[src/rtl/core/pnff_pkg.sv]
// pnff_pkg: shared widths, codes and stage structs of the next-frame pixel filter
// no dependencies; imported by every module in rtl/core but pnff_ram

package pnff_pkg;

    localparam int POS_W        = 12;
    localparam int VAL_W        = 16;
    localparam int GAIN_W       = 32;
    localparam int OFS_W        = 48;
    localparam int CAL_W        = GAIN_W + OFS_W;
    localparam int CFG_IDX_W    = 8;
    localparam int CFG_DATA_W   = 16;
    localparam int FRAME_PIXELS_DEF = 4096;

    localparam logic [OFS_W-1:0] ENERGY_MAX = {1'b0, {(OFS_W-1){1'b1}}};
    localparam logic [OFS_W-1:0] ENERGY_MIN = {1'b1, {(OFS_W-1){1'b0}}};

    // input item kind
    typedef enum logic {
        MODE_PIXEL = 1'b0,
        MODE_LOAD  = 1'b1
    } t_mode;

    // configuration register indexes
    typedef enum logic [CFG_IDX_W-1:0] {
        REG_THR_SEL    = 8'd0,
        REG_GLOBAL_THR = 8'd1,
        REG_REORDER_EN = 8'd2,
        REG_ENERGY_EN  = 8'd3
    } t_cfg_reg;

    typedef struct packed {
        logic             thr_sel;
        logic [VAL_W-1:0] global_thr;
        logic             reorder_en;
        logic             energy_en;
    } t_cfg;

    // item leaving the lookup stage (position resolved)
    typedef struct packed {
        logic              load;
        logic [POS_W-1:0]  pos;
        logic              in_frame;
        logic [VAL_W-1:0]  pval;
        logic [VAL_W-1:0]  pthr;
        logic [GAIN_W-1:0] gain;
        logic [OFS_W-1:0]  ofs;
        logic              last;
    } t_lookup_item;

    // pixel held while its store and table reads return
    typedef struct packed {
        logic [POS_W-1:0] pos;
        logic             in_frame;
        logic [VAL_W-1:0] pval;
        logic [VAL_W-1:0] pthr;
        logic             last;
    } t_filter_item;

    // filtered pixel with product, ready for offset and saturation
    typedef struct packed {
        logic [POS_W-1:0] pos;
        logic [VAL_W-1:0] outv;
        logic             evalid;
        logic [OFS_W-1:0] prod;
        logic [OFS_W-1:0] ofs;
        logic             last;
    } t_calc_item;

endpackage

[src/rtl/core/pnff_energy.sv]
// pnff_energy: offset add, 48-bit saturation and the output register
// depends on pnff_pkg

module pnff_energy
    import pnff_pkg::*;
(
    input  logic                    i_clk,
    input  logic                    i_rst_n,
    // from filter stage
    input  logic                    i_valid,
    input  t_calc_item              i_item,
    output logic                    o_take,
    // output channel
    output logic                    o_valid,
    input  logic                    i_stall,
    output logic [POS_W-1:0]        o_out_position,
    output logic [VAL_W-1:0]        o_out_value,
    output logic signed [OFS_W-1:0] o_energy,
    output logic                    o_energy_valid,
    output logic                    o_frame_end
);

    logic                 r_valid;
    logic [POS_W-1:0]     r_pos;
    logic [VAL_W-1:0]     r_outv;
    logic [OFS_W-1:0]     r_energy;
    logic                 r_evalid;
    logic                 r_last;

    logic                 move;
    logic [OFS_W:0]       sum;
    logic [OFS_W-1:0]     sat;

    // output register is free when empty or being taken
    assign o_take = !r_valid || !i_stall;
    assign move   = i_valid && o_take;

    // sign-extended add and clamp
    assign sum = {i_item.prod[OFS_W-1], i_item.prod} + {i_item.ofs[OFS_W-1], i_item.ofs};

    always_comb begin
        if (sum[OFS_W] != sum[OFS_W-1]) begin
            sat = sum[OFS_W] ? ENERGY_MIN : ENERGY_MAX;
        end else begin
            sat = sum[OFS_W-1:0];
        end
    end

    always_ff @(posedge i_clk) begin
        if (!i_rst_n) begin
            r_valid <= 1'b0;
        end else if (o_take) begin
            r_valid <= i_valid;
        end
    end

    always_ff @(posedge i_clk) begin
        if (move) begin
            r_pos    <= i_item.pos;
            r_outv   <= i_item.outv;
            r_energy <= i_item.evalid ? sat : '0;
            r_evalid <= i_item.evalid;
            r_last   <= i_item.last;
        end
    end

    assign o_valid        = r_valid;
    assign o_out_position = r_pos;
    assign o_out_value    = r_outv;
    assign o_energy       = $signed(r_energy);
    assign o_energy_valid = r_evalid;
    assign o_frame_end    = r_last;

endmodule

[config.mk]
export PLATFORM = sky130hd
export DESIGN_NAME = pnff_energy
export DESIGN_NICKNAME = d
export VERILOG_FILES = /design/src/rtl/core/pnff_pkg.sv /design/src/rtl/core/pnff_energy.sv
export SDC_FILE = /design/constraint.sdc
export NUM_CORES = 1
export LEC_CHECK = 0
export BUFFER_PORTS_ARGS = -buffer_cell sky130_fd_sc_hd__buf_2
export CORE_ASPECT_RATIO = 1.75
export CORE_MARGIN = 3
export CORE_UTILIZATION = 46
export DETAILED_ROUTE_END_ITERATION = 10
export HOLD_SLACK_MARGIN = 0.1
export PLACE_DENSITY = 0.86
export SYNTH_ARGS = -nofsm -noshare
export SYNTH_HDL_FRONTEND = slang
export SYNTH_SLANG_ARGS = --single-unit
[constraint.sdc]
create_clock -name i_clk -period 4.1 [get_ports i_clk]
set_clock_uncertainty 0.15 [all_clocks]
set_input_delay 0.41 -clock i_clk [delete_from_list [all_inputs] [get_ports i_clk]]
set_output_delay 0.41 -clock i_clk [all_outputs]
set_load 0.01 [all_outputs]
== Yosys cells after proc, flatten, opt, wreduce, memory -nomap -nowiden ==
Index checks and enable logic that the tools add are counted.

* Output and inout bits: 80
* Bits in registers: 79
* Logic and storage cells: 14

* Mux-type cells: 2
* $add $sub $neg: 1
* Reduce and logical (&&, ||, !) cells: 4
* Eq/ne operators: 1

{| class="wikitable"
|+ Operators by type and width
! cell !! count
|-
| $mux W48 || 2
|-
| $add A48 B48 Y49 || 1
|-
| $logic_not A1 Y1 || 2
|-
| $logic_and A1 B1 Y1 || 1
|-
| $logic_or A1 B1 Y1 || 1
|-
| $ne A1 B1 Y1 || 1
|}

== Depth between registers and ports, before layout ==
* Depth in word-level cells: 3
* Depth in mapped cells: 14
* Depth with buffers taken out: 12

== Least setup slack after synthesis ==
Ideal clock, no wire load.

* Path type: input -> register
* Start point: input i_item[1] in the netlist's numbering
* End point: register r_energy[36], in the netlist o_energy[36], data pin
* Buffers on the path: 2
* Data required time: 3.822 ns
* Slack: 1.004 ns
* Data arrival time: 2.818 ns
* Library setup time: 0.128 ns
* Stages: 14
* Cell sequence: ha_1 inv_1 fa_1 nor2b_1 o31ai_1 and2_1 o211ai_1 o21ai_1 a2111oi_4 o32ai_2 a31oi_1 buf_4 buf_6 a21o_1

* Cells in the longest elaborated chain, start to end: 3
* Elaborated cells on any way between the ends: 4

{| class="wikitable"
|+ RTL lines
! item !! line !! text
|-
| from (decl) || pnff_energy.sv:11 || <nowiki>input t_calc_item i_item,</nowiki>
|-
| $add A48 B48 Y49 (*) || pnff_energy.sv:39 || <nowiki>assign sum = {i_item.prod[OFS_W-1], i_item.prod} + {i_item.ofs[OFS_W-1], i_item.ofs};</nowiki>
|-
| $mux W48 or $ne A1 B1 Y1 (tied branches) || pnff_energy.sv:43, pnff_energy.sv:42 ||
|-
| $mux W48 (*) || pnff_energy.sv:42 || <nowiki>if (sum[OFS_W] != sum[OFS_W-1]) begin</nowiki>
|-
| to (signal assigned) || pnff_energy.sv:61 || <nowiki>r_energy <= i_item.evalid ? sat : '0;</nowiki>
|-
| to (decl) || pnff_energy.sv:26 || <nowiki>logic [OFS_W-1:0] r_energy;</nowiki>
|}

Mark *: on every way between the ends. The rest lies on a longest branch, timed or not.
A chain may end at the register's enable or synchronous reset.

== Worst setup path after layout ==
* Start point: input i_item[49] in the netlist's numbering
* End point: register r_energy[32], in the netlist o_energy[32], data pin

The elaborated chain is that of the path after synthesis.

==> flow_summary.ini <==
[outcome]
run_status = finished clean

[grt]
track_usage_pct = 23.6
overflow = 0
grt_pass1_vias = 5465
grt_first_pass_wirelength_um = 26500
antenna_found_initial = 0
grt_max_degree = 79

[cells_and_area]
fin_cells = 969
diodes = 0
drive_above_1_share_pct = 30.2
mostFrequentLayoutCell = buf_2
final_util_pct = 61.2
area_growth_pct = 29.2
final_cell_mix = 209 x buf_2, 78 x edfxtp_1, 60 x a21oi_1
finalNetCount = 978
fillers = 1055

[timing]
post-route-period-util_pct = 81.8
timing.fmax_mhz = 298
finalHoldViolations = 0
relSlewSlack_pct = 29.0
period_minus_slack_ns = 3.35
fin_tns_setup_ns = 0
setup_violations = 0
rsz0062_at_grt = no
max_slew.worst_pin.slew_ns = 1.06
drv_slew = 0

[logic_synthesis]
yosys_warnings = 0
synth_enable_flop_cells = 78
syn_inst = 580
syn_avg_cell_area_um2 = 9.90
ys_ff_latch = 79
ys.flop_type = edfxtp_1
async_reset_ff_share_pct = 0
synthDistinctLibCells = 56
yosysSeqAreaShare_pct = 41.1
syn_area_um2 = 5740
syn_nets = 759

[cts]
cts_inserted_buffers = 9
cts_max_level = 3
clock-sinks = 79
clockRootBuffer = clkbuf_16
clk_path_buf_depth = 2
cts_hold_buf = 20
post_cts_buffers = 0
cts_tree = done
clk_pin_slew_worst_paths_ns = 0.06
clock_latency_ns = 0.33
cts-resized-gates = 0

[routing]
vias = 5470
totalWireLength_um = 16900
routedWlPerCell_um = 17.5
ant_nets = 0
dr.first_iter.drc_count = 318
vias_per_cell = 5.64
drc = 0
dr.pass1.iters = 5

[power]
ir_worst_vdd_mv = 0.180
power.density_nw_per_um2 = 362
power_mw = 2.69
leakage_nw = 3.49

[critical_path]
r2r-start = o_valid$_SDFFE_PN0N_
endpoint = o_energy[32]$_SDFFCE_PN0P_
crit_fanout = 38
cp.buffers_inverters = 3
cp-end-kind = flip-flop
reg2reg_setup_slack_ns = 2.25
worst-setup-path-type = primary input to flip-flop
cp_cell_sequence = buf_2, ha_1, inv_1, fa_1, nor2b_1, o31ai_1, and2_1, o211ai_1, o21ai_1, a2111oi_4, o32ai_2, a31oi_4, buf_12, a31o_2
cp.depth = 14
r2r-end = o_energy[20]$_SDFFCE_PN0P_
crit_family = compound AO/OA/AOI/OAI gates
startpoint_type = primary input
cp_data_required_time_ns = 4.04
cp.arrival_ns = 3.29
crit_start = i_item[49]
r2r_cells = 2
slowest_delay_ns = 0.44
critPathSlowestCell = o32ai_2

[floorplan]
fp-row-count = 53
pin_count = 210
core_um2 = 12100
die-height_um = 154
die_area_um2 = 13900
start_util_pct = 47.3
die_w_um = 90.5

[placed_design]
dpl.hpwl_um = 12700
place_congestion = 0.954
dp.cells = 931
io_buffers = 209

[run]
maxCapViolations = 0

[min_path]
hold_path.class = primary input to flip-flop
==> per-layer routing <==
| metal | global-route usage [%] | share of wire [%] | vias to the layer above | wire (µm) |
|---|---|---|---|---|
| met4 | 12.7 | 4.7 | 0 | 797 |
| met2 | 42.8 | 53 | 227 | 8920 |
| met3 | 3.77 | 5.2 | 53 | 886 |
| li1 | - | - | 2630 | - |
| met5 | 0 | 0 | - | 0 |
| met1 | 26.0 | 37 | 2560 | 6300 |
==> layout make-up <==
| class | count | area [µm²] | share of cell area, % |
|---|---|---|---|
| multi-input cells | 452 | 3150 | 42.4 |
| flip-flops and latches | 79 | 2360 | 31.8 |
| repair buffers | 235 | 1320 | 17.8 |
| clock buffers | 9 | 225 | 3.03 |
| well taps | 165 | 206 | 2.78 |
| inverters | 22 | 82.6 | 1.11 |
| clock inverters | 7 | 77.6 | 1.05 |
==> through the flow <==
stage | instance area (µm²) | hold WS (ns) | worst slack [ns]
after floorplan | 5740 | 0.359 | 1.00
after global placement | 6900 | 0.369 | 0.485
after detailed placement | 6900 | 0.394 | 0.410
after CTS | 7400 | 0.100 | 0.766
after global routing | 7420 | 0.104 | 0.563
final | 7420 | 0.111 | 0.748
==> report_power, final <==
part           internal (mW)  switching, mW  total (mW)
registers               1.00         0.0250        1.03
clock network          0.479          0.339       0.818
logic                  0.365          0.475       0.840
total                   1.85          0.838        2.69
==> synth_stat cells (2+ instances only) <==
cell	number	area [µm²]
edfxtp_1	78	2340
a21oi_1	60	300
a21o_1	59	443
ha_1	48	601
nand2_1	46	173
o21ai_0	35	175
nor2_1	33	124
inv_1	22	82.6
xnor2_1	22	193
nand4_1	18	113
xor2_1	17	149
buf_2	13	65.1
nor3_1	9	45.0
o211ai_1	8	60.1
and2_1	7	43.8
nor2b_1	7	43.8
a21boi_0	6	45.0
a31o_2	6	52.6
a31oi_1	6	37.5
buf_6	6	67.6
nand3_1	6	30.0
o21a_1	6	45.0
and3_1	4	25.0
buf_4	4	30.0
clkbuf_1	4	15.0
o21ai_1	4	20.0
o21bai_1	4	30.0
o221ai_1	4	35.0
or3_1	4	25.0
nand2b_1	3	18.8
a2111oi_0	2	17.5
a211oi_1	2	15.0
a311o_1	2	20.0
nor4_1	2	12.5
o31ai_1	2	15.0
==> worst min-delay path by stage <==
stage / from / to / slack, ns / depth (start not counted)
floorplan: i_item[97] / o_energy_valid$_DFFE_PP_ / 0.36 / 0
global placement: o_valid$_SDFFE_PN0N_ / o_valid$_SDFFE_PN0N_ / 0.37 / 2
detailed placement: o_valid$_SDFFE_PN0N_ / o_valid$_SDFFE_PN0N_ / 0.39 / 2
CTS: i_item[110] / o_out_value[12]$_DFFE_PP_ / 0.10 / 1
global route: i_item[105] / o_out_value[7]$_DFFE_PP_ / 0.10 / 1
finish: i_item[109] / o_out_value[11]$_DFFE_PP_ / 0.11 / 1
==> kinds of logic after synthesis <==
| group | count (synthesis) | synth area share [%] |
|---|---|---|
| adders and majority gates | 49 | 10.8 |
| buffers and inverters | 49 | 4.53 |
| DFF | 79 | 41.1 |
| AOI/OAI and AO/OA | 220 | 25.6 |
| and+or+nand+nor | 144 | 12.0 |
| xor gates and xnor gates | 39 | 5.95 |
==> registers in the layout, summed over array words and instances (netlist names) <==
| name | count |
|---|---|
| o_energy_valid | 1 |
| o_frame_end | 1 |
| o_energy | 48 |
| o_out_value | 16 |
| o_out_position | 12 |
| o_valid | 1 |
(Power assumes the default switching activity.)
